===== config.mk =====
export PLATFORM = sky130hd
export DESIGN_NAME = multi_channel_toggle_watchdog_unit
export DESIGN_NICKNAME = d
export VERILOG_FILES = /design/src/hdl/mctw_pkg.sv /design/src/hdl/mctw_prescaler.sv /design/src/hdl/mctw_channel.sv /design/src/hdl/multi_channel_toggle_watchdog_unit.sv
export SDC_FILE = /design/constraint.sdc
export NUM_CORES = 1
export LEC_CHECK = 0
export CELL_PAD_IN_SITES_DETAIL_PLACEMENT = 1
export CELL_PAD_IN_SITES_GLOBAL_PLACEMENT = 2
export CORE_ASPECT_RATIO = 1.25
export CORE_MARGIN = 4
export CORE_UTILIZATION = 36
export CTS_CLUSTER_SIZE = 24
export DETAILED_ROUTE_END_ITERATION = 6
export DONT_BUFFER_PORTS = 1
export PLACE_DENSITY_LB_ADDON = 0.2
export SYNTH_ARGS = -nofsm -noshare
export SYNTH_HDL_FRONTEND = slang
export SYNTH_HIERARCHICAL = 1
export SYNTH_SLANG_ARGS = --single-unit

===== constraint.sdc =====
create_clock -name clk -period 6.95 [get_ports clk]
set_clock_uncertainty 0.1 [all_clocks]
set_input_delay 1.39 -clock clk [delete_from_list [all_inputs] [get_ports clk]]
set_output_delay 1.39 -clock clk [all_outputs]
set_load 0.02 [all_outputs]

===== src/hdl/mctw_pkg.sv =====
// Shared types and constants for the multi-channel toggle watchdog.
package mctw_pkg;

  localparam int TICK_W    = 16;
  localparam int SUBCNT_W  = 6;
  localparam int PULSE_W   = 3;
  localparam int APB_AW    = 5;
  localparam int APB_DW    = 32;

  localparam logic [TICK_W-1:0]   TIMEOUT_RST = 16'd30;
  localparam logic [TICK_W-1:0]   WARNING_RST = 16'd15;
  localparam logic [TICK_W-1:0]   NOTIFY_RST  = 16'd10;
  localparam logic [SUBCNT_W-1:0] SPT_RST     = 6'd32;
  localparam logic [PULSE_W-1:0]  PULSE_RST   = 3'd4;

  localparam int FAST_BLINK_BIT = 0;
  localparam int SLOW_BLINK_BIT = 3;

  typedef enum logic [2:0] {
    REG_TIMEOUT = 3'd0,
    REG_WARNING = 3'd1,
    REG_NOTIFY  = 3'd2,
    REG_SPT     = 3'd3,
    REG_PULSE   = 3'd4
  } reg_idx_t;

  typedef struct packed {
    logic [TICK_W-1:0]   timeout_ticks;
    logic [TICK_W-1:0]   warning_ticks;
    logic [TICK_W-1:0]   notify_ticks;
    logic [SUBCNT_W-1:0] subticks_per_tick;
    logic [PULSE_W-1:0]  pulse_subticks;
  } cfg_t;

  typedef struct packed {
    logic                sub;
    logic [TICK_W-1:0]   tick;
    logic [SUBCNT_W-1:0] subcnt;
  } timebase_t;

endpackage


===== src/hdl/mctw_prescaler.sv =====
// Sub-tick prescaler and wrapping main tick counter.
module mctw_prescaler
  import mctw_pkg::*;
(
  input  logic                clk,
  input  logic                rst,
  input  logic                step,
  input  logic                sub,
  input  logic [SUBCNT_W-1:0] subticks_per_tick,
  output timebase_t           tb
);

  logic [TICK_W-1:0]   tick_count;
  logic [SUBCNT_W-1:0] subtick_count;
  logic [TICK_W-1:0]   tick_count_next;
  logic [SUBCNT_W-1:0] subtick_count_next;
  logic [SUBCNT_W-1:0] subcnt_inc;

  always_comb begin
    subcnt_inc         = subtick_count + SUBCNT_W'(1);
    tick_count_next    = tick_count;
    subtick_count_next = subtick_count;
    if (sub) begin
      if (subcnt_inc >= subticks_per_tick) begin
        tick_count_next    = tick_count + TICK_W'(1);
        subtick_count_next = '0;
      end else begin
        subtick_count_next = subcnt_inc;
      end
    end
  end

  assign tb.sub    = sub;
  assign tb.tick   = tick_count_next;
  assign tb.subcnt = subtick_count_next;

  always_ff @(posedge clk) begin
    if (rst) begin
      tick_count    <= '0;
      subtick_count <= '0;
    end else if (step) begin
      tick_count    <= tick_count_next;
      subtick_count <= subtick_count_next;
    end
  end

endmodule


===== src/hdl/mctw_channel.sv =====
// One watchdog channel: toggle detect, elapsed-time compare, relay pulse.
module mctw_channel
  import mctw_pkg::*;
(
  input  logic      clk,
  input  logic      rst,
  input  logic      step,
  input  logic      pin,
  input  timebase_t tb,
  input  cfg_t      cfg,
  output logic      led,
  output logic      relay
);

  logic [TICK_W-1:0]  last_kick;
  logic [PULSE_W-1:0] pulse_left;
  logic               previous_pin;
  logic [TICK_W-1:0]  last_kick_next;
  logic [PULSE_W-1:0] pulse_left_next;
  logic [PULSE_W-1:0] pulse_dec;
  logic [TICK_W-1:0]  elapsed;

  always_comb begin
    pulse_dec = pulse_left;
    if (tb.sub && (pulse_left != '0)) begin
      pulse_dec = pulse_left - PULSE_W'(1);
    end
    elapsed         = (pin != previous_pin) ? '0 : (tb.tick - last_kick);
    last_kick_next  = (pin != previous_pin) ? tb.tick : last_kick;
    pulse_left_next = pulse_dec;
    led             = 1'b0;
    relay           = 1'b0;
    if (pulse_dec != '0) begin
      led   = 1'b1;
      relay = 1'b1;
    end else if (elapsed > cfg.timeout_ticks) begin
      led             = 1'b1;
      relay           = 1'b1;
      last_kick_next  = tb.tick;
      pulse_left_next = cfg.pulse_subticks;
    end else if (elapsed > cfg.warning_ticks) begin
      led = tb.subcnt[FAST_BLINK_BIT];
    end else if (elapsed > cfg.notify_ticks) begin
      led = tb.subcnt[SLOW_BLINK_BIT];
    end
  end

  always_ff @(posedge clk) begin
    if (rst) begin
      last_kick    <= '0;
      pulse_left   <= '0;
      previous_pin <= 1'b0;
    end else if (step) begin
      last_kick    <= last_kick_next;
      pulse_left   <= pulse_left_next;
      previous_pin <= pin;
    end
  end

endmodule


===== src/hdl/multi_channel_toggle_watchdog_unit.sv =====
// An accepted input transaction is held in the input register; a combinational evaluation
//   of all channels in parallel loads its result into the result register on the outputs.
// Throughput: one transaction per cycle while the result register is empty or taken.
// The input side stalls only while the result register is full and not taken.
// Reset (synchronous, active high) clears counters, channel state and valids,
//   and loads the register defaults 30/15/10/32/4.
module multi_channel_toggle_watchdog_unit
  import mctw_pkg::*;
#(
  parameter int NUM_CHANNELS = 4
) (
  input  logic                    clk,
  input  logic                    rst,
  input  logic                    psel,
  input  logic                    penable,
  input  logic                    pwrite,
  input  logic [APB_AW-1:0]       paddr,
  input  logic [APB_DW-1:0]       pwdata,
  output logic [APB_DW-1:0]       prdata,
  output logic                    pready,
  input  logic                    in_valid,
  output logic                    in_ready,
  input  logic                    subtick,
  input  logic [NUM_CHANNELS-1:0] kick_pins,
  output logic                    out_valid,
  input  logic                    out_ready,
  output logic [NUM_CHANNELS-1:0] led_bits,
  output logic [NUM_CHANNELS-1:0] relay_bits
);

  cfg_t                    cfg;
  timebase_t               tb;
  logic                    s1_valid;
  logic                    s1_sub;
  logic [NUM_CHANNELS-1:0] s1_pins;
  logic                    advance;
  logic                    step;
  logic [NUM_CHANNELS-1:0] led_next;
  logic [NUM_CHANNELS-1:0] relay_next;
  reg_idx_t                reg_idx;

  assign pready  = 1'b1;
  assign reg_idx = reg_idx_t'(paddr[APB_AW-1:2]);

  always_ff @(posedge clk) begin
    if (rst) begin
      cfg.timeout_ticks     <= TIMEOUT_RST;
      cfg.warning_ticks     <= WARNING_RST;
      cfg.notify_ticks      <= NOTIFY_RST;
      cfg.subticks_per_tick <= SPT_RST;
      cfg.pulse_subticks    <= PULSE_RST;
    end else if (psel && penable && pwrite && pready) begin
      case (reg_idx)
        REG_TIMEOUT: cfg.timeout_ticks     <= pwdata[TICK_W-1:0];
        REG_WARNING: cfg.warning_ticks     <= pwdata[TICK_W-1:0];
        REG_NOTIFY:  cfg.notify_ticks      <= pwdata[TICK_W-1:0];
        REG_SPT:     cfg.subticks_per_tick <= pwdata[SUBCNT_W-1:0];
        REG_PULSE:   cfg.pulse_subticks    <= pwdata[PULSE_W-1:0];
        default: ;
      endcase
    end
  end

  always_comb begin
    case (reg_idx)
      REG_TIMEOUT: prdata = APB_DW'(cfg.timeout_ticks);
      REG_WARNING: prdata = APB_DW'(cfg.warning_ticks);
      REG_NOTIFY:  prdata = APB_DW'(cfg.notify_ticks);
      REG_SPT:     prdata = APB_DW'(cfg.subticks_per_tick);
      REG_PULSE:   prdata = APB_DW'(cfg.pulse_subticks);
      default:     prdata = '0;
    endcase
  end

  assign advance  = !out_valid || out_ready;
  assign step     = s1_valid && advance;
  assign in_ready = !s1_valid || advance;

  always_ff @(posedge clk) begin
    if (rst) begin
      s1_valid <= 1'b0;
    end else if (in_ready) begin
      s1_valid <= in_valid;
    end
  end

  always_ff @(posedge clk) begin
    if (in_valid && in_ready) begin
      s1_sub  <= subtick;
      s1_pins <= kick_pins;
    end
  end

  mctw_prescaler u_prescaler (
    .clk               (clk),
    .rst               (rst),
    .step              (step),
    .sub               (s1_sub),
    .subticks_per_tick (cfg.subticks_per_tick),
    .tb                (tb)
  );

  for (genvar g = 0; g < NUM_CHANNELS; g++) begin : g_chan
    mctw_channel u_channel (
      .clk   (clk),
      .rst   (rst),
      .step  (step),
      .pin   (s1_pins[g]),
      .tb    (tb),
      .cfg   (cfg),
      .led   (led_next[g]),
      .relay (relay_next[g])
    );
  end

  always_ff @(posedge clk) begin
    if (rst) begin
      out_valid <= 1'b0;
    end else if (advance) begin
      out_valid <= s1_valid;
    end
  end

  always_ff @(posedge clk) begin
    if (step) begin
      led_bits   <= led_next;
      relay_bits <= relay_next;
    end
  end

  a_relay_lights_led: assert property (@(posedge clk) disable iff (rst)
    out_valid |-> ((relay_bits & ~led_bits) == '0))
    else $error("relay driven with LED off");

  a_ready_when_empty: assert property (@(posedge clk) disable iff (rst)
    !out_valid |-> in_ready)
    else $error("input stalled with empty result register");

  a_state_holds_idle: assert property (@(posedge clk) disable iff (rst)
    !step |=> $stable(u_prescaler.tick_count))
    else $error("tick counter moved without a transaction");

  a_result_holds: assert property (@(posedge clk) disable iff (rst)
    (out_valid && !out_ready) |=> out_valid && $stable(led_bits) && $stable(relay_bits))
    else $error("result changed while stalled");

endmodule


==> results of run 1 <==
## metrics by stage
step / cells / total power, uW / TNS (ns) / worst slack, ns
3_3_place_gp: 2737 / 1220 / 0 / 0.0694
4_1_cts: 2768 / 2250 / 0 / 0.0101
6_report: 2778 / 2220 / 0 / 0.351
2_1_floorplan: 2094 / 1190 / 0 / 0.237
5_1_grt: 2778 / 2290 / -0.0243 / -0.0243
3_5_place_dp: 2737 / 1220 / -0.923 / -0.0989
## sequential cells by signal (all words and copies together), names as in the netlist
register	count
s1_sub	1
g_chan.u_channel/previous_pin	4
cfg	57
relay_bits	4
u_prescaler/tick_count	16
s1_pins	4
u_prescaler/subtick_count	6
g_chan.u_channel/pulse_left	12
s1_valid	1
g_chan.u_channel/last_kick	64
led_bits	4
out_valid	1
## metal layers
layer / routed length, um / share of wire
met5: 0 / 0
met4: 2500 / 0.041
met3: 1780 / 0.029
met2: 29300 / 0.48
met1: 27400 / 0.45
## critical path: cells and delay by family (launching register included)
| family | cells | cell delay (ns) |
|---|---|---|
| buffers and inverters | 5 | 0.83 |
| and+or+nand+nor | 12 | 2.13 |
| xor gates and xnor gates | 2 | 0.37 |
| adders and majority gates | 3 | 1.07 |
| AOI/OAI and AO/OA | 6 | 1.41 |
| muxes | 1 | 0.16 |
| DFF | 1 | 0.39 |
## repair_timing
| action | 4_1_cts | 5_1_grt |
|---|---|---|
| setup endpoints to repair | 54 | 84 |
| pin swaps | 0 | 11 |
| resized for setup | 4 | 43 |
| setup buffers | 0 | 10 |
| hold buffers | 0 | 0 |
## power by group
part	internal [uW]	total (uW)	switching, uW
Clock	522	1010	491
Sequential	1020	1030	17.6
Combinational	55.1	169	114
Total	1590	2220	623
## how the worst min path moves through the flow
stage,startpoint,end,slack (ns),cells after the start
floorplan,g_chan[2].u_channel/last_kick[14],g_chan[2].u_channel/last_kick[14],0.33,1
global placement,g_chan[3].u_channel/last_kick[14],g_chan[3].u_channel/last_kick[14],0.35,1
detailed placement,g_chan[3].u_channel/last_kick[4],g_chan[3].u_channel/last_kick[4],0.35,1
CTS,g_chan[1].u_channel/last_kick[9],g_chan[1].u_channel/last_kick[9],0.37,2
global route,g_chan[1].u_channel/last_kick[5],g_chan[1].u_channel/last_kick[5],0.39,2
finish,g_chan[1].u_channel/last_kick[7],g_chan[1].u_channel/last_kick[7],0.36,2
## area by class of cell
class / instances / area [um^2] / area share
multi-input cells: 1548 / 12100 / 0.638
flip-flops and latches: 174 / 3620 / 0.190
clock buffers: 19 / 453 / 0.0238
inverters: 293 / 1100 / 0.0578
well taps: 637 / 797 / 0.0419
repair buffers: 95 / 805 / 0.0423
clock inverters: 12 / 123 / 0.00644
## cells in the final DEF, fill, tap and decap left out, drive strengths merged, types with 9 or more instances in the layout
master and instances:
a211oi 21, a21o 46, a21oi 125, a22oi 19, a31oi 16, and3 19
buf 95, clkbuf 19, conb 17, dfxtp 161, edfxtp 13, ha 256
inv 301, mux2 19, mux2i 90, nand2 115, nand2b 80, nand3 54
nand4 36, nor2 143, nor2b 49, nor3 43, nor3b 10, o211ai 13
o21a 18, o21ai 84, o22ai 9, o2bb2ai 38, or3 16, xnor2 41
xor2 29
==> out/qor.csv, run 1 <==
stage,metric,value,unit
outcome,status,"finished, final reports clean",
clock_tree,root buffer cell,clkbuf_16,
clock_tree,H-tree depth reported by CTS,4,
critical_path,worst reg2reg path startpoint,u_prescaler/subtick_count[0],
placement,port buffer count,0,
global_route,initial antenna violation count,0,
sta,Worst-Margin Slew,1.14,ns
critical_path,startpoint types,flop,
sta,max frequency,152,MHz
floorplan,Initial Util,0.363,
final_layout,# fillers,5661,
critical_path,crit path max-delay cell type,or4_1,
clock_tree,clk buf depth,2,
detailed_routing,DRC,0,
hold_path,Hold Path Class,reg -> reg,
detailed_routing,Antenna Nets Post-Route,0,
placement,Placement Cell Area,18200,um^2
global_route,GRT overflow,0,
logic_synthesis,syn_area_per_cell,8.23,um^2
sta,Slew Limit Fails,0,
global_route,grt met2 use,0.406,
final_layout,Ant. Diodes,0,
critical_path,CP Capture Type,flop,
critical_path,crit path kind,reg -> reg,
placement,GPL Wtd Cong,0.883,
detailed_routing,total wire length,61.0,mm
floorplan,chip width,203,um
clock_tree,clk sinks,174,
final_layout,layout cells sized above 1,0.132,
final_layout,post-layout util,0.404,
logic_synthesis,Mapped Area,17100,um^2
global_route,vias in the first global route,15806,
final_layout,Total Nets Final,2438,
global_route,met1 Usage GRT,0.298,
critical_path,worst setup path end,g_chan[0].u_channel/last_kick[8],
global_route,global-route wire length before repair,92.3,mm
clock_tree,total CTS buffers,17,
placement,DP HPWL,47.1,mm
logic_synthesis,cell count after synthesis,2079,
floorplan,die outline height,252,um
detailed_routing,total number of vias,15064,
sta,Setup-failing EPs final,0,
detailed_routing,drt initial violations,626,
clock_tree,Clock transition at path regs,0.08,ns
critical_path,worst r2r path cells,29,
detailed_routing,DR WL/cell,22.0,um
final_layout,P&R area growth vs syn,11.3,%
power,leakage,0.00843,uW
critical_path,Reg2Reg Setup Slack,0.35,ns
sta,worst hold slack,0.362,ns
floorplan,Site Rows,89,
floorplan,full die area,51100,um^2
critical_path,Slowest Stage Delay on Critical Path,0.54,ns
sta,Final Hold Viols,0,
critical_path,Worst Path Required,7.21,ns
clock_tree,worst-skew pair later-pin latency,0.48,ns
critical_path,WP data arrival,6.86,ns
power,Worst IR Drop VDD,0.110,mV
global_route,Top Usage Layer GRT,met2,
clock_tree,CTS tree,yes,
global_route,Overall Global Routing Usage,0.236,
detailed_routing,DR vias/cell,5.42,
sta,final period utilization,0.950,
global_route,met3 Use GR,0.0297,
final_layout,"Design Area, Final",19000,um^2
sta,Final min period,6.60,ns
logic_synthesis,synth warn,6,
critical_path,CP startpoint,u_prescaler/subtick_count[0],
job,max_cap viols,0,
sta,Rel. slew slack,0.236,
power,pwr dens,116,nW/um^2
critical_path,crit path max fanout,16,
floorplan,# IOs,92,
floorplan,core area,47100,um^2
detailed_routing,Pre-antenna DRT Iters,5,
global_route,largest net degree at the start of global routing,144,
critical_path,r2r endpoint,g_chan[0].u_channel/last_kick[8],
(Power assumes the default switching activity.)
==> run 2, diff against run 1 <==
SLEW_MARGIN = 10   (was not set)
SYNTH_HIERARCHICAL = not set   (was 1)
==> out/qor.csv, run 2 <==
stage,metric,value,unit
detailed_routing,total wire length,58.3,mm
logic_synthesis,syn_area_per_cell,8.04,um^2
placement,DP HPWL,45.5,mm
sta,Final Hold Viols,0,
clock_tree,total CTS buffers,17,
final_layout,Largest Register,g_chan.u_channel.last_kick,
critical_path,CP Capture Type,flop,
critical_path,crit path max-delay cell type,a2111o_1,
critical_path,worst r2r path cells,34,
final_layout,Reg area,3620,um^2
sta,Slew Limit Fails,0,
final_layout,"commonest non-fill, non-tap cells in the layout","ha_1, nor2_1, nand2_1, buf_4, dfxtp_1",
hold_path,Hold Path Class,reg -> reg,
sta,Setup-failing EPs final,0,
floorplan,core area,43000,um^2
power,pwr dens,226,nW/um^2
detailed_routing,DRC,0,
clock_tree,H-tree depth reported by CTS,4,
global_route,largest net degree at the start of global routing,140,
placement,Placed Cells,2616,
detailed_routing,DR vias/cell,5.56,
sta,worst hold slack,0.361,ns
logic_synthesis,Synth top area share,0.207,
critical_path,Slowest Stage Delay on Critical Path,0.41,ns
global_route,vias in the first global route,15371,
critical_path,worst reg2reg path startpoint,u_prescaler.subtick_count[1],
clock_tree,clk sinks,174,
critical_path,Worst Path Required,7.22,ns
logic_synthesis,leading cell type by number of instances after synthesis,ha_1,
sta,Final min period,6.79,ns
detailed_routing,Pre-antenna DRT Iters,4,
power,Worst IR Drop VDD,0.205,mV
critical_path,crit path kind,reg -> reg,
sta,max frequency,147,MHz
final_layout,number of flip-flops in the largest register,64,
floorplan,# IOs,92,
clock_tree,clk buf depth,2,
placement,GPL Wtd Cong,0.917,
detailed_routing,total number of vias,14922,
critical_path,CP startpoint,u_prescaler.subtick_count[1],
logic_synthesis,synth warn,0,
final_layout,biggest regs,"g_chan.u_channel.last_kick: 64 flops, cfg: 57 flops, u_prescaler.tick_count: 16 flops",
job,max_cap viols,0,
final_layout,# fillers,5158,
floorplan,full die area,46700,um^2
detailed_routing,drt initial violations,508,
logic_synthesis,"EDFF count, synth",13,
sta,RSZ-0062 raised after global routing,true,
final_layout,P&R area growth vs syn,20.9,%
final_layout,area of the multi-input gates,11600,um^2
power,leakage,0.00803,uW
detailed_routing,Antenna Nets Post-Route,0,
placement,port buffer count,0,
global_route,Overall Global Routing Usage,0.239,
logic_synthesis,"Distinct cells, synth",86,
floorplan,Site Rows,85,
critical_path,Reg2Reg Setup Slack,0.16,ns
sta,Worst-Margin Slew,1.10,ns
critical_path,startpoint types,flop,
logic_synthesis,Mapped Area,15600,um^2
critical_path,r2r endpoint,g_chan[3].u_channel.last_kick[15],
clock_tree,CTS tree,yes,
logic_synthesis,Async SR Flop Fraction,0,
outcome,status,"finished, final reports clean",
clock_tree,Clock transition at path regs,0.08,ns
floorplan,chip width,194,um
sta,Rel. slew slack,0.262,
floorplan,Initial Util,0.363,
logic_synthesis,sequential share of the synthesized area,0.232,
logic_synthesis,top post-synthesis cells by area,"dfxtp_1, ha_1, nor2_1, a21oi_1, nand2_1",
detailed_routing,DR WL/cell,21.7,um
logic_synthesis,"top cells by count, synth","ha_1, nor2_1, nand2_1, dfxtp_1, a21oi_1",
critical_path,crit path max fanout,7,
clock_tree,worst-skew pair later-pin latency,0.48,ns
critical_path,CP most frequent cell,buf_4,
final_layout,Total Nets Final,2415,
logic_synthesis,Seq cells post-synth,174,
critical_path,worst setup path end,g_chan[3].u_channel.last_kick[15],
final_layout,layout cells sized above 1,0.181,
global_route,initial antenna violation count,0,
sta,final period utilization,0.977,
floorplan,die outline height,241,um
logic_synthesis,cell count after synthesis,1940,
final_layout,Ant. Diodes,0,
logic_synthesis,Synth Flop Type,dfxtp_1,
logic_synthesis,post-synth top area cell,dfxtp_1,
critical_path,WP data arrival,7.06,ns
final_layout,"most common cell after layout, fill and taps aside",ha_1,
global_route,global-route wire length before repair,87.0,mm
clock_tree,root buffer cell,clkbuf_16,
final_layout,Final Non-Filler Cells,2684,
global_route,GRT overflow,0,
==> run 2: per-layer routing <==
layer | GRT usage | vias to the layer above | share of wire
met5 | 0 | - | 0
met3 | 0.0247 | 80 | 0.023
met2 | 0.460 | 216 | 0.53
met4 | 0.0906 | 0 | 0.035
met1 | 0.271 | 7393 | 0.41
li1 | - | 7233 | -
==> run 2: per-stage QoR <==
step | util | area [um^2] | TNS (ns) | power [uW] | setup WS (ns)
finish | 0.439 | 18900 | 0 | 4250 | 0.162
global route | 0.439 | 18900 | -0.928 | 4510 | -0.0810
CTS | 0.424 | 18200 | 0 | 4130 | 0.00684
floorplan | - | 15700 | 0 | 2300 | 0.124
detailed placement | 0.404 | 17400 | -7.51 | 3030 | -0.346
global placement | 0.404 | 17400 | -2.09 | 2960 | -0.206
==> run 2: logic make-up (layout without fill, tap and decap cells) <==
family	after synthesis	in the layout	share of synthesized area
buffers and inverters	229	393	0.0627
AOI/OAI and AO/OA	473	473	0.210
adders and majority gates	262	262	0.212
and+or+nand+nor	651	651	0.191
muxes	57	57	0.0396
DFF	174	174	0.232
xor gates and xnor gates	92	92	0.0526
other	2	17	0.000482
==> run 2: area by class of cell <==
class	instances	share of cell area
Clock inverter	14	0.00836
Inverter	146	0.0291
Clock buffer	18	0.0228
Tap cell	565	0.0375
Sequential cell	174	0.192
Timing Repair Buffer	215	0.0969
Multi-Input combinational cell	1552	0.613
==> run 2: critical path, delay by kind of cell (launching register included) <==
family	cells	cell delay (ns)
XOR/XNOR	2	0.34
buffers and inverters	8	1.03
flip-flops	1	0.36
AO/OA/AOI/OAI	12	2.76
adder cells (fa/ha/maj)	5	1.39
AND/OR/NAND/NOR	7	0.65
==> run 2: power breakdown <==
| group | internal [uW] | leakage, uW | switching (uW) |
|---|---|---|---|
| Clock | 536 | 0.000279 | 478 |
| Combinational | 963 | 0.00632 | 1170 |
| Sequential | 1070 | 0.00143 | 37.3 |
| Total | 2570 | 0.00803 | 1690 |
==> run 2: worst min path at each step <==
stage                                          start                               end  cells after the start
floorplan                                    cfg[11]                           cfg[11]                      2
global placement                             cfg[11]                           cfg[11]                      2
detailed placement                           cfg[11]                           cfg[11]                      2
CTS                                          cfg[11]                           cfg[11]                      2
global route        g_chan[2].u_channel.last_kick[3]  g_chan[2].u_channel.last_kick[3]                      2
finish                                       cfg[11]                           cfg[11]                      2
==> run 2: timing repair <==
item                       in CTS  in global routing
pin swaps                      24                 58
resized for setup              25                 92
cloned                          2                  4
setup buffers                  12                 20
hold buffers                    0                  0
setup endpoints to repair      71                 82
==> run 3, diff against run 2 <==
BUFFER_PORTS_ARGS = -buffer_cell sky130_fd_sc_hd__buf_2   (was not set)
CORE_UTILIZATION = 34   (was 36)
DONT_BUFFER_PORTS = not set   (was 1)
==> out/qor.csv, run 3 (synthesized netlist as in run 2, its figures left out) <==
stage,metric,value,unit
outcome,status,"finished, final reports clean",
placement,DP HPWL,46.8,mm
critical_path,WP data arrival,6.99,ns
final_layout,Largest Register,g_chan.u_channel.last_kick,
sta,Worst-Margin Slew,1.18,ns
critical_path,Slowest Stage Delay on Critical Path,0.42,ns
clock_tree,CTS tree,yes,
placement,GPL Wtd Cong,0.908,
clock_tree,worst-skew pair later-pin latency,0.48,ns
clock_tree,root buffer cell,clkbuf_16,
detailed_routing,total number of vias,14983,
hold_path,Hold Path Class,reg -> reg,
global_route,initial antenna violation count,0,
sta,max frequency,149,MHz
power,Power Internal,2650,uW
critical_path,CP Capture Type,flop,
clock_tree,clk buf depth,2,
power,pwr dens,225,nW/um^2
critical_path,Worst Path Required,7.22,ns
clock_tree,clk sinks,174,
clock_tree,H-tree depth reported by CTS,4,
detailed_routing,Antenna Nets Post-Route,0,
placement,port buffer count,56,
global_route,vias in the first global route,15683,
critical_path,crit path kind,reg -> reg,
critical_path,crit-path leading delay family,compound AO/OA/AOI/OAI gates,
detailed_routing,DRC,0,
power,leakage,0.00839,uW
final_layout,Total Nets Final,2482,
detailed_routing,DR vias/cell,5.42,
sta,Rel. slew slack,0.204,
power,Clock power frac,0.232,
critical_path,crit path max-delay cell type,a2111o_1,
final_layout,"most common cell after layout, fill and taps aside",ha_1,
power,Worst IR Drop VDD,0.200,mV
sta,Final min period,6.72,ns
sta,Setup-failing EPs final,0,
final_layout,biggest regs,"g_chan.u_channel.last_kick: 64 flops, cfg: 57 flops, u_prescaler.tick_count: 16 flops",
global_route,global-route wire length before repair,89.5,mm
clock_tree,Clock transition at path regs,0.07,ns
power,sequential power share,0.249,
detailed_routing,DR WL/cell,21.3,um
critical_path,Buf/Inv on CP,6,
global_route,GRT overflow,0,
final_layout,P&R area growth vs syn,24.6,%
final_layout,number of flip-flops in the largest register,64,
critical_path,startpoint types,flop,
power,total power,4380,uW
global_route,largest net degree at the start of global routing,60,
detailed_routing,total wire length,59.0,mm
detailed_routing,drt initial violations,471,
power,Comb power frac,0.518,
global_route,Overall Global Routing Usage,0.237,
floorplan,# IOs,92,
floorplan,core area,45300,um^2
power,P_sw,1720,uW
floorplan,Initial Util,0.344,
critical_path,crit path max fanout,8,
final_layout,"commonest non-fill, non-tap cells in the layout","ha_1, nor2_1, buf_4, nand2_1, dfxtp_1",
floorplan,chip width,200,um
power,Switching Fraction,0.394,
placement,Placement Cell Area,17800,um^2
final_layout,Ant. Diodes,0,
final_layout,layout cells sized above 1,0.215,
floorplan,full die area,49400,um^2
job,max_cap viols,0,
floorplan,Site Rows,87,
detailed_routing,Pre-antenna DRT Iters,4,
sta,setup TNS after final layout,0,ns
floorplan,die outline height,247,um
sta,Slew Limit Fails,0,
final_layout,post-layout util,0.429,
sta,Final Hold Viols,0,
final_layout,"Design Area, Final",19400,um^2
sta,final period utilization,0.968,
clock_tree,total CTS buffers,17,
## run 3: changes by cell type in the layout (fill, tap and decap cells not counted), moves of 3 or more
cell | before | now
buf_2 | 0 | 55
buf_6 | 4 | 12
a21oi_1 | 150 | 146
nand2_1 | 198 | 194
nand2_2 | 0 | 4
a21oi_2 | 9 | 12
buf_4 | 197 | 200
nor2b_1 | 33 | 30
o21ai_0 | 53 | 50
## run 3: path summary, 6_finish.rpt
path,from,endpoint,slack (ns),cells after the start
worst max-delay path,u_prescaler.subtick_count[0],g_chan[3].u_channel.last_kick[15],0.23,33
worst min-delay path,g_chan[2].u_channel.last_kick[11],g_chan[2].u_channel.last_kick[11],0.36,2
worst min register to register,g_chan[2].u_channel.last_kick[11],g_chan[2].u_channel.last_kick[11],0.36,2
worst max register to register,u_prescaler.subtick_count[0],g_chan[3].u_channel.last_kick[15],0.23,33
## run 3: worst min-delay path, stage by stage (launching register included)
cell and delay, ns:
dfxtp_1 0.31, nand2_1 0.05, mux2i_1 0.05
## run 3: cell type report
class / instances / area [um^2]
multi-input cells: 1552 / 11700
flip-flops and latches: 174 / 3620
well taps: 578 / 723
clock inverters: 13 / 155
inverters: 146 / 548
clock buffers: 19 / 443
repair buffers: 282 / 2240
fillers: 5471 / 25900
## run 3: per-stage QoR
step / instances / setup slack, ns / hold WS (ns)
after global routing: 2764 / -0.0964 / 0.380
after global placement: 2697 / -0.324 / 0.345
after CTS: 2749 / -0.00217 / 0.365
after floorplan: 1955 / 0.124 / 0.336
after detailed placement: 2697 / -0.440 / 0.355
final: 2764 / 0.226 / 0.361
## run 3: power by group through the flow
stage	logic (uW)	registers, uW	clock network (uW)
detailed placement	2010	1110	0
finish	2270	1090	1020
CTS	2170	1090	1050
floorplan	1190	1120	0
global route	2470	1090	1080
global placement	1950	1110	0
## run 3: per-layer routing
metal / vias up / GRT usage / wire, um
met2: 184 / 0.453 / 31600
met1: 7353 / 0.268 / 24000
met3: 84 / 0.0205 / 1330
li1: 7362 / - / -
met4: 0 / 0.0903 / 2130
met5: - / 0 / 0
## run 3: timing repair
| action | CTS | global route |
|---|---|---|
| resized for setup | 60 | 97 |
| buffers inserted | 15 | 19 |
| hold buffers | 0 | 0 |
| pin swaps | 38 | 67 |
| cloned | 5 | 2 |
| endpoints found under the setup margin | 84 | 76 |
